### config.mk
export PLATFORM = sky130hd
export DESIGN_NAME = rrts_ctrl
export DESIGN_NICKNAME = d
export VERILOG_FILES = /design/src/hw/rtl/rrts_pkg.sv /design/src/hw/rtl/rrts_ctrl.sv
export SDC_FILE = /design/constraint.sdc
export NUM_CORES = 1
export LEC_CHECK = 0
export CORE_AREA = 5 5 42 44
export CTS_CLUSTER_DIAMETER = 200
export CTS_CLUSTER_SIZE = 8
export DETAILED_ROUTE_END_ITERATION = 10
export DIE_AREA = 0 0 47 49
export DONT_BUFFER_PORTS = 1
export PLACE_DENSITY = 0.42
export SLEW_MARGIN = 10
export SYNTH_ARGS = -nofsm -noshare
export SYNTH_HDL_FRONTEND = slang
export SYNTH_SLANG_ARGS = --single-unit
### constraint.sdc
create_clock -name clk -period 1.3 [get_ports clk]
set_input_delay 0.195 -clock clk [delete_from_list [all_inputs] [get_ports clk]]
set_output_delay 0.195 -clock clk [all_outputs]
set_load 0.05 [all_outputs]
### src/hw/rtl/rrts_pkg.sv
// Package for the round-robin thread scheduler: slot states, operation codes,
// register indexes, controller states and the command/status structs. No dependencies.
`default_nettype none
package rrts_pkg;
  localparam int SlotCountDef = 16;

  typedef enum logic [1:0] {
    ST_DEAD     = 2'd0,
    ST_READY    = 2'd1,
    ST_RUNNING  = 2'd2,
    ST_SLEEPING = 2'd3
  } slot_state_t;

  typedef enum logic [2:0] {
    OP_TICK   = 3'd0,
    OP_YIELD  = 3'd1,
    OP_CREATE = 3'd2,
    OP_KILL   = 3'd3,
    OP_SLEEP  = 3'd4
  } op_t;

  localparam logic CFG_SLICE  = 1'b0;
  localparam logic CFG_ENABLE = 1'b1;

  typedef enum logic [2:0] {
    CS_IDLE,
    CS_SCAN_FREE,
    CS_PREP,
    CS_WAKE,
    CS_PICK,
    CS_DONE
  } ctl_state_t;

  typedef struct packed {
    logic latch;       // capture the input word and run the immediate part
    logic scan_init;   // clear scan index
    logic scan_step;   // advance scan index
    logic create_step; // test scan slot for free, take it if so
    logic prep;        // save pointer, demote running current
    logic wake_step;   // wake scan slot if due
    logic pick_step;   // test candidate slot for ready
    logic finish;      // commit pick
    logic emit;        // drive result strobe
    logic set_sw;      // result marks a switch
  } dp_cmd_t;

  typedef struct packed {
    logic scan_last;
    logic found;       // create found a slot / pick found a ready slot
    logic need_switch;
    logic is_create;
  } dp_sts_t;
endpackage
`default_nettype wire

### src/hw/rtl/rrts_ctrl.sv
// Controller for the round-robin thread scheduler.
// Depends on rrts_pkg.
`default_nettype none
module rrts_ctrl (
  input  wire logic           clk,
  input  wire logic           rst_n,
  input  wire logic           start,
  output logic                busy,
  input  wire rrts_pkg::dp_sts_t sts,
  output rrts_pkg::dp_cmd_t   cmd
);
  rrts_pkg::ctl_state_t state_r, state_nxt;

  always_ff @(posedge clk) begin
    if (!rst_n) state_r <= rrts_pkg::CS_IDLE;
    else        state_r <= state_nxt;
  end

  always_comb begin
    state_nxt = state_r;
    cmd = '0;
    busy = (state_r != rrts_pkg::CS_IDLE);
    case (state_r)
      rrts_pkg::CS_IDLE: begin
        if (start) begin
          cmd.latch = 1'b1;
          cmd.scan_init = 1'b1;
          state_nxt = rrts_pkg::CS_DONE;
          if (sts.is_create) state_nxt = rrts_pkg::CS_SCAN_FREE;
          else if (sts.need_switch) state_nxt = rrts_pkg::CS_PREP;
        end
      end
      rrts_pkg::CS_SCAN_FREE: begin
        cmd.create_step = 1'b1;
        cmd.scan_step = 1'b1;
        if (sts.found || sts.scan_last) state_nxt = rrts_pkg::CS_DONE;
      end
      rrts_pkg::CS_PREP: begin
        cmd.prep = 1'b1;
        cmd.scan_init = 1'b1;
        state_nxt = rrts_pkg::CS_WAKE;
      end
      rrts_pkg::CS_WAKE: begin
        cmd.wake_step = 1'b1;
        cmd.scan_step = 1'b1;
        if (sts.scan_last) begin
          cmd.scan_init = 1'b1;
          cmd.scan_step = 1'b0;
          state_nxt = rrts_pkg::CS_PICK;
        end
      end
      rrts_pkg::CS_PICK: begin
        cmd.pick_step = 1'b1;
        cmd.scan_step = 1'b1;
        if (sts.found || sts.scan_last) begin
          cmd.finish = 1'b1;
          cmd.set_sw = 1'b1;
          state_nxt = rrts_pkg::CS_DONE;
        end
      end
      rrts_pkg::CS_DONE: begin
        cmd.emit = 1'b1;
        state_nxt = rrts_pkg::CS_IDLE;
      end
      default: state_nxt = rrts_pkg::CS_IDLE;
    endcase
  end
endmodule
`default_nettype wire

==> results.ini <==
[run_status]
status=complete, but fails checks
failed_checks=setup timing

[final_layout]
finish.net_count=75
post-route-util=0.521
multi_input_area_sq_um=308
area_growth_syn_to_layout_pct=126
drive_above_1_share=0.642
seq_area_sq_um=71.3
reg.largest.list=state_r: 3 flops
nFillCells=132
largest_register_ffs=3
regMostFlops=state_r
antenna_cells=0
final_area_sq_um=731

[worst_setup_path]
cp.buffers_inverters=1
cp-start-kind=flop
r2r_setup_slack_ns=-0.13
required_ns=1.11
worst_setup_path_end_kind=output pin
cpPeakStageDelay_ns=0.41
critPathTopFamily=simple AND/OR/NAND/NOR gates
path_class=reg2out
critPathMaxFanout=5
worstPathCellList=or3_4, nor2_4, buf_12
critical-path-slowest-cell=or3_4
crit_arrival_ns=1.24

[placed_design]
pre_cts_slack_ns=0.0119
gp_congestion=0.851
place_area_sq_um=594
port_buffers=0
dpl.hpwl_um=807

[floorplanning]
start_util=0.230
die_area_sq_um=2300
rows=14
die_w_um=47
coreArea_sq_um=1400
io_pins=18
dieHeight_um=49

[timing]
period_share=1.10
fmax_mhz=696
rsz0062_at_grt=yes
finalSetupViolations=12
min_period_ns=1.44
hold_viol=0
fin_skew_ns=0.00179
tightest_slew_ns=0.427
maxSlewViolCount=0
relSlewSlack=0.714
finalWorstSetupSlack_ns=-0.136

[drt]
wirelength_mm=1.09
vias=413
ant_nets=0
vias_per_cell=4.98
dr.first_iter.drc_count=4
first_pass_iters=4
drc=0
drt-wirelength-per-cell_um=13.1

[global_routing]
grt_max_degree=9
grt_pass1_vias=415
grt_usage=0.110
overflow=0
antenna_found_initial=0
grt_pass1_wl_mm=1.78

[clock_network]
cts_root_buf=clkbuf_4
cts_buffers=3
path_clk_slew_ns=0.04
htreeDepth=1
hold_buffers=0
cts_tree=built
clockBufferDepth=2
cts_sinks=3
clkLatencyLatePin_ns=0.23

[synth]
synth_cell_types=24
synth.cell_area_sq_um=323
synth_seq_cells=3
synth_common_cells=nand2_1, inv_1, nor2_1
yosysTopAreaCell=dfxtp_1
synth.top_cells.by_area=dfxtp_1, nand2_1, nor2b_1
netlist_instances=46
synthArstFlopShare=0
ys_seq_area_frac=0.186
yosys_warnings=0
synth.avg_cell_area_sq_um=7.02
yosysMostFrequentCell=nand2_1
synth_ff_type=dfxtp_1
synth_edf_count=0
synth_top_cell_area_share=0.186
synthesis.nets=53

[run]
timing.max_cap.violations=0

[power]
leakagePower_nw=0.307
vdd_drop_max_uv=1020
power_w=0.00154
power.density_nw_per_um2=2110

[hold_path]
hold_class=in2reg

## cell type report
type,instances,area share
multi-input cells,35,0.421
inverters,4,0.0205
well taps,16,0.0274
clock buffers,4,0.0360
repair buffers,21,0.397
flip-flops and latches,3,0.0976
## layout by cell type, fill, tap and decap left out, types with 2 or more instances in the layout
master,count
nand2_2,2
nand2b_1,2
clkbuf_4,3
nor2_1,2
nand2_1,5
buf_12,10
inv_1,4
nor2_4,2
o21ai_0,2
buf_6,2
dfxtp_4,3
buf_4,9
## timing repair
| item | CTS | global route |
|---|---|---|
| pin swaps | 5 | 2 |
| resized for setup | 15 | 4 |
| setup endpoints to repair | 11 | 13 |
| setup buffers | 5 | 1 |
## worst reg2reg max path, stage by stage (launching register included)
cell and delay (ns):
dfxtp_4 0.35, or3_4 0.41, buf_4 0.15, buf_6 0.11, a2bb2oi_2 0.13, nand3_2 0.09
o32ai_1 0.07
## worst paths after layout
| path | from | cells past startpoint | endpoint |
|---|---|---|---|
| hold / removal | rst_n | 2 | state_r[0] |
| setup reg to reg | state_r[1] | 6 | state_r[2] |
| hold reg to reg | state_r[0] | 1 | state_r[1] |
| setup / recovery | state_r[1] | 3 | cmd[9] |
## per-layer routing
| layer | wire length, um | up-vias | track usage |
|---|---|---|---|
| met5 | 0 | - | 0 |
| met4 | 42 | 0 | 0.0968 |
| met3 | 92 | 4 | 0.0406 |
| met2 | 555 | 15 | 0.161 |
| met1 | 398 | 193 | 0.118 |
| li1 | - | 201 | - |
## logic make-up after synthesis
kind of cell,share of synthesized area
compound gates,0.291
buf+inv,0.136
flops,0.186
simple gates,0.388
## stage by stage
stage	hold slack [ns]	std cells	setup TNS [ns]
3_3_place_gp	0.348	74	0
3_5_place_dp	0.353	74	0
6_report	0.102	83	-0.978
2_1_floorplan	0.336	46	-0.153
4_1_cts	0.102	83	-0.954
5_1_grt	0.106	83	-1.56
## report_power, final
| part | total (W) | switching, W | internal [W] |
|---|---|---|---|
| registers | 0.000170 | 0.0000432 | 0.000127 |
| clock network | 0.000162 | 0.0000467 | 0.000115 |
| logic | 0.00121 | 0.000618 | 0.000590 |
| total | 0.00154 | 0.000708 | 0.000831 |
No activity file was read; power rests on OpenSTA's default activity.
