File: config.mk
export PLATFORM = sky130hd
export DESIGN_NAME = rrts_dp
export DESIGN_NICKNAME = d
export VERILOG_FILES = /design/src/hw/rtl/rrts_pkg.sv /design/src/hw/rtl/rrts_dp.sv
export SDC_FILE = /design/constraint.sdc
export NUM_CORES = 2
export LEC_CHECK = 0
export BUFFER_PORTS_ARGS = -buffer_cell sky130_fd_sc_hd__buf_2
export CAP_MARGIN = 20
export CORE_MARGIN = 8
export CORE_UTILIZATION = 49
export CTS_CLUSTER_SIZE = 24
export DETAILED_ROUTE_END_ITERATION = 10
export REMOVE_ABC_BUFFERS = 1
export SLEW_MARGIN = 20
export SYNTH_ARGS = -nofsm -noshare
export SYNTH_HDL_FRONTEND = slang
export SYNTH_SLANG_ARGS = --single-unit
File: constraint.sdc
create_clock -name clk -period 12.4 [get_ports clk]
set_input_delay 1.24 -clock clk [delete_from_list [all_inputs] [get_ports clk]]
set_output_delay 1.24 -clock clk [all_outputs]
set_load 0.01 [all_outputs]
File: src/hw/rtl/rrts_pkg.sv
// Package for the round-robin thread scheduler: slot states, operation codes,
// register indexes, controller states and the command/status structs. No dependencies.
`default_nettype none
package rrts_pkg;
  localparam int SlotCountDef = 16;

  typedef enum logic [1:0] {
    ST_DEAD     = 2'd0,
    ST_READY    = 2'd1,
    ST_RUNNING  = 2'd2,
    ST_SLEEPING = 2'd3
  } slot_state_t;

  typedef enum logic [2:0] {
    OP_TICK   = 3'd0,
    OP_YIELD  = 3'd1,
    OP_CREATE = 3'd2,
    OP_KILL   = 3'd3,
    OP_SLEEP  = 3'd4
  } op_t;

  localparam logic CFG_SLICE  = 1'b0;
  localparam logic CFG_ENABLE = 1'b1;

  typedef enum logic [2:0] {
    CS_IDLE,
    CS_SCAN_FREE,
    CS_PREP,
    CS_WAKE,
    CS_PICK,
    CS_DONE
  } ctl_state_t;

  typedef struct packed {
    logic latch;       // capture the input word and run the immediate part
    logic scan_init;   // clear scan index
    logic scan_step;   // advance scan index
    logic create_step; // test scan slot for free, take it if so
    logic prep;        // save pointer, demote running current
    logic wake_step;   // wake scan slot if due
    logic pick_step;   // test candidate slot for ready
    logic finish;      // commit pick
    logic emit;        // drive result strobe
    logic set_sw;      // result marks a switch
  } dp_cmd_t;

  typedef struct packed {
    logic scan_last;
    logic found;       // create found a slot / pick found a ready slot
    logic need_switch;
    logic is_create;
  } dp_sts_t;
endpackage
`default_nettype wire

File: src/hw/rtl/rrts_dp.sv
// Datapath for the round-robin thread scheduler: slot table, time and slice
// counters, scan index and result registers. Depends on rrts_pkg.
`default_nettype none
module rrts_dp #(
  parameter int SLOT_COUNT = rrts_pkg::SlotCountDef
) (
  input  wire logic         clk,
  input  wire logic         rst_n,
  input  wire logic [2:0]   in_operation,
  input  wire logic [3:0]   in_thread_slot,
  input  wire logic [63:0]  in_stack_pointer,
  input  wire logic [31:0]  in_sleep_ticks,
  input  wire logic         cfg_we,
  input  wire logic         cfg_index,
  input  wire logic [7:0]   cfg_data,
  input  wire rrts_pkg::dp_cmd_t cmd,
  output rrts_pkg::dp_sts_t sts,
  output logic              out_valid,
  output logic              out_switched,
  output logic [3:0]        out_running_slot,
  output logic [63:0]       out_resume_pointer,
  output logic [31:0]       out_thread_id,
  output logic              out_status
);
  localparam int SW = (SLOT_COUNT > 1) ? $clog2(SLOT_COUNT) : 1;
  localparam int CW = $clog2(SLOT_COUNT + 1);

  rrts_pkg::slot_state_t st_r [SLOT_COUNT];
  logic [31:0] id_r   [SLOT_COUNT];
  logic [63:0] sp_r   [SLOT_COUNT];
  logic [63:0] wake_r [SLOT_COUNT];
  logic [SW-1:0] cur_r, idx_r, cand;
  logic [CW-1:0] cnt_r;
  logic [7:0]  slice_cnt_r, slice_len_r;
  logic        en_r;
  logic [31:0] next_id_r, next_id_inc;
  logic [63:0] now_r;
  logic [63:0] sp_in_r;

  logic        sw_need, slot_ok, live, slice_hit, lat_status;
  logic [SW-1:0] tslot;
  logic [7:0]  slice_inc;
  logic [SW:0] cand_sum;
  rrts_pkg::op_t op;

  assign op = rrts_pkg::op_t'(in_operation);
  assign tslot = SW'(in_thread_slot);
  assign slot_ok = ({{(SW+5){1'b0}}, in_thread_slot} < (SW + 9)'(SLOT_COUNT));
  assign live = slot_ok && st_r[tslot] != rrts_pkg::ST_DEAD && id_r[tslot] != '0;
  assign slice_inc = (slice_cnt_r != 8'hFF) ? slice_cnt_r + 8'd1 : slice_cnt_r;
  assign slice_hit = slice_inc >= slice_len_r;
  always_comb begin
    sw_need = 1'b0;
    case (op)
      rrts_pkg::OP_TICK:  sw_need = en_r && slice_hit;
      rrts_pkg::OP_YIELD, rrts_pkg::OP_KILL, rrts_pkg::OP_SLEEP: sw_need = en_r;
      default:            sw_need = 1'b0;
    endcase
  end

  // status captured with the input word
  always_comb begin
    case (op)
      rrts_pkg::OP_CREATE: lat_status = 1'b1;
      rrts_pkg::OP_KILL:   lat_status = !live;
      rrts_pkg::OP_SLEEP:  lat_status = en_r && !live;
      default:             lat_status = 1'b0;
    endcase
  end

  assign cand_sum = {1'b0, cur_r} + {1'b0, idx_r} + 1'b1;
  assign cand = ((SW+1)'(cand_sum) >= (SW+1)'(SLOT_COUNT)) ?
                SW'(cand_sum - (SW+1)'(SLOT_COUNT)) : SW'(cand_sum);
  assign next_id_inc = (next_id_r + 32'd1 == 32'd0) ? 32'd1 : next_id_r + 32'd1;

  always_comb begin
    sts = '0;
    sts.scan_last = (cnt_r == CW'(SLOT_COUNT - 1));
    sts.need_switch = sw_need;
    sts.is_create = (op == rrts_pkg::OP_CREATE);
    if (cmd.create_step)
      sts.found = st_r[idx_r] == rrts_pkg::ST_DEAD && id_r[idx_r] == '0;
    else if (cmd.pick_step)
      sts.found = st_r[cand] == rrts_pkg::ST_READY;
  end

  // slot table, counters and result registers
  always_ff @(posedge clk) begin
    if (!rst_n) begin
      for (int i = 0; i < SLOT_COUNT; i++) begin
        st_r[i] <= (i == 0) ? rrts_pkg::ST_RUNNING : rrts_pkg::ST_DEAD;
        id_r[i] <= (i == 0) ? 32'd1 : 32'd0;
        sp_r[i] <= '0;
        wake_r[i] <= '0;
      end
      cur_r <= '0;
      idx_r <= '0;
      cnt_r <= '0;
      slice_cnt_r <= '0;
      slice_len_r <= 8'd10;
      en_r <= 1'b0;
      next_id_r <= 32'd2;
      now_r <= '0;
      out_valid <= 1'b0;
    end else begin
      out_valid <= cmd.emit;
      if (cfg_we) begin
        if (cfg_index == rrts_pkg::CFG_SLICE) slice_len_r <= cfg_data;
        else en_r <= cfg_data[0];
      end
      if (cmd.scan_init) begin
        idx_r <= '0;
        cnt_r <= '0;
      end else if (cmd.scan_step) begin
        idx_r <= idx_r + 1'b1;
        cnt_r <= cnt_r + 1'b1;
      end
      if (cmd.latch) begin
        sp_in_r <= in_stack_pointer;
        out_switched <= 1'b0;
        out_resume_pointer <= in_stack_pointer;
        out_thread_id <= '0;
        out_status <= lat_status;
        case (op)
          rrts_pkg::OP_TICK: begin
            now_r <= now_r + 64'd1;
            if (en_r) slice_cnt_r <= slice_inc;
          end
          rrts_pkg::OP_KILL: begin
            if (live) begin
              st_r[tslot] <= rrts_pkg::ST_DEAD;
              id_r[tslot] <= '0;
            end
          end
          rrts_pkg::OP_SLEEP: begin
            if (en_r && live) begin
              st_r[tslot] <= rrts_pkg::ST_SLEEPING;
              wake_r[tslot] <= now_r + {32'd0, in_sleep_ticks};
            end
          end
          default: ;
        endcase
      end
      if (cmd.create_step && sts.found) begin
        st_r[idx_r] <= rrts_pkg::ST_READY;
        sp_r[idx_r] <= sp_in_r;
        wake_r[idx_r] <= '0;
        id_r[idx_r] <= next_id_r;
        out_thread_id <= next_id_r;
        out_status <= 1'b0;
        next_id_r <= next_id_inc;
      end
      if (cmd.prep) begin
        sp_r[cur_r] <= sp_in_r;
        if (st_r[cur_r] == rrts_pkg::ST_RUNNING) st_r[cur_r] <= rrts_pkg::ST_READY;
      end
      if (cmd.wake_step && st_r[idx_r] == rrts_pkg::ST_SLEEPING && wake_r[idx_r] <= now_r)
        st_r[idx_r] <= rrts_pkg::ST_READY;
      if (cmd.finish) begin
        // no ready slot: stay on current
        st_r[sts.found ? cand : cur_r] <= rrts_pkg::ST_RUNNING;
        cur_r <= sts.found ? cand : cur_r;
        out_resume_pointer <= sts.found ? sp_r[cand] : sp_r[cur_r];
        slice_cnt_r <= '0;
      end
      if (cmd.set_sw) out_switched <= 1'b1;
    end
  end

  always_comb begin
    out_running_slot = 4'(cur_r);
  end
endmodule
`default_nettype wire
==> flow_summary.json <==
{
  "cp_data_required_time_ns": 13.20,
  "grt_pass1_vias": 95760,
  "wl_per_cell_um": 30.58,
  "path_class": "flop to flop",
  "antenna_found_initial": 20,
  "post_cts_resized": 0,
  "hold_class": "flop to flop",
  "tns_ns": 0,
  "syn_area_sq_um": 136300,
  "die_h_um": 543.5,
  "critPathSlowestCell": "buf_4",
  "ant_nets": 0,
  "arrival_ns": 8.58,
  "cts_made_buffers": 315,
  "post_synth.cell_area_avg_sq_um": 12.14,
  "crit_fanout": 105,
  "skew_ns": 0.06665,
  "yosysMostFrequentCell": "nor2_1",
  "ctsRootBufferMaster": "clkbuf_16",
  "grt_max_degree": 212,
  "initial_core_util_pct": 49.26,
  "clk_latency_ns": 0.95,
  "grt_util_all_layers_pct": 29.97,
  "routabilityCongestion": 0.8882,
  "endpoint_kind": "flop",
  "yosys.area.top_type": "edfxtp_1",
  "h-tree-depth": 5,
  "critPathBufInv": 3,
  "fin_crit_sh_pct": 62.75,
  "cts.clk_slew.worst_paths_ns": 0.06,
  "drv_slew": 0,
  "grt-ovfl-total": 0,
  "core.rowCount": 193,
  "synth_seq_cells": 2889,
  "crit_chain": "buf_12 > buf_4 > mux4_2 > mux4_2 > ha_1 > and4_1 > nor4b_1 > nor3b_1 > and4_1 > nand3_1 > o2111a_1 > o21ai_1 > buf_4 > o21a_1 > nand3_1 > a31o_2",
  "leakagePower_nw": 52.56,
  "drive_gt1_share_pct": 18.72,
  "max_stage_delay_ns": 0.96,
  "hold_viol": 0,
  "synth_edf_count": 1698,
  "dr.pass1.iters": 6,
  "regArea_sq_um": 74860,
  "via_per_inst": 6.556,
  "first_iter_violations": 12870,
  "tightest_slew_ns": 1.194,
  "nFillCells": 22990,
  "drt-total-wl_um": 457800,
  "dp_hpwl_um": 263000,
  "ys_types": 93,
  "area_growth_pct": 11.04,
  "multi_input_area_sq_um": 57840,
  "async_flop_share_pct": 0,
  "io_buffers": 231,
  "yosys_warnings": 0,
  "power_density_nw_per_um2": 138.6,
  "synth_cells": 11230,
  "outcome": "finished, final reports clean",
  "cap_viol_max_count": 0,
  "peakVddDrop_mv": 0.1073,
  "final_cells": 14970,
  "setup_viol": 0,
  "cts_setup_buffers": 0,
  "period_needed_ns": 7.781,
  "io_pins": 232,
  "rsz0062_at_grt": "no",
  "synthFlopType": "edfxtp_1",
  "core-area_sq_um": 276700,
  "fmax_mhz": 128.5,
  "slew-limit-headroom_pct": 20.37,
  "fin_nets": 11250,
  "crit_family": "buffers and inverters",
  "cts.sinks": 2889,
  "synth_commonest_cells": "nor2_1 (1756), edfxtp_1 (1698), dfxtp_1 (1191), mux4_2 (974), and2_1 (790)",
  "netlist.area_leader.share_pct": 37.40,
  "ys_top_cells_by_area": "edfxtp_1 (37%), dfxtp_1 (17%), mux4_2 (16%), nor2_1 (4.8%), and2_1 (3.6%)",
  "grt_pass1_wl_um": 659100,
  "chipWidth_um": 543.5,
  "hold_buffers": 0,
  "clk_path_buf_depth": 4,
  "cts_tree": "built",
  "drc": 0,
  "design.die.area_sq_um": 295400,
  "start_kind": "flop",
  "via_count": 98130,
  "synth-seq-area-share_pct": 54.89,
  "dp_cells": 14390
}
[power breakdown]
group	switching [mW]	total [mW]	internal, mW
Clock	4.03	9.45	5.42
Combinational	0.613	0.977	0.364
Sequential	0.164	10.5	10.4
Total	4.81	21.0	16.2
[final timing paths]
check | start | cells past startpoint | slack, ns | to
min | wake_r[12][61] | 2 | 0.45 | wake_r[12][61]
max reg2reg | flop | 16 | 4.62 | st_r[6][1]
max | flop | 16 | 4.62 | st_r[6][1]
min reg2reg | wake_r[12][61] | 2 | 0.45 | wake_r[12][61]
[flip-flops by register name, indices dropped and copies added (netlist names), 64 cells and up, named ones only]
signal / cells
id_r: 512
now_r: 64
out_resume_pointer: 64
sp_in_r: 64
sp_r: 1024
wake_r: 1024
[stage by stage]
stage / worst slack [ns] / power, mW / utilization [%] / hold WS, ns / cell area [sq um]
global route: 4.210 / 21.50 / 54.70 / 0.4586 / 151400
global placement: 4.870 / 11.68 / 50.85 / 0.4297 / 140700
finish: 4.619 / 20.98 / 54.70 / 0.4497 / 151400
floorplan: -7.681 / 11.33 / - / 0.4205 / 132200
detailed placement: 4.854 / 11.71 / 50.88 / 0.4423 / 140800
CTS: 4.806 / 21.05 / 54.58 / 0.4353 / 151100
[cell type report]
cell class	instances	area share (%)
Inverter	119	0.3033
Sequential cell	2889	49.45
Timing Repair Buffer	482	2.194
Tap cell	3705	3.062
Clock inverter	158	1.075
Clock buffer	406	5.690
Antenna cell	10	0.01653
Multi-Input combinational cell	7200	38.21
[layer usage]
metal	routed length (um)	part of all wire, %	global-route usage [%]
met1	178100	39	40.93
met2	206200	45	46.37
met3	51920	11	6.958
met4	21540	4.7	12.56
met5	76	0.017	0
[cell families (layout without fill, tap and decap cells)]
kind of cell	Yosys count	after routing	share of synthesized area, %
simple gates	4288	4288	15.25
other cells	0	10	0
fa+ha+maj	118	118	1.094
mux	1056	1056	16.69
compound gates	1597	1597	7.785
flops	2889	2889	54.89
xor+xnor	141	141	0.9113
buf+inv	1144	1165	3.376
[placed cells by master, fill, tap and decap left out, types with 49 or more instances in the layout]
master,instances
clkinv_2,51
mux2i_1,78
nand2_1,551
a22o_1,183
buf_2,230
nor4_1,145
a21oi_1,406
o21a_1,52
o21ai_0,97
o2bb2ai_1,105
nand3_1,323
nand4_1,71
a31oi_1,495
dfxtp_1,1184
buf_4,230
ha_1,115
clkbuf_16,322
nor2_1,1740
inv_1,113
nor3_1,49
nor2b_1,343
xnor2_1,97
mux4_2,974
clkbuf_1,60
and2_1,790
edfxtp_1,1698
[tightest hold or removal path, stage by stage, from the launching register on]
cell     delay [ns]
dfxtp_1        0.32
nand2_1        0.04
o21ai_0        0.05
Power figures use the tool's default switching activity.
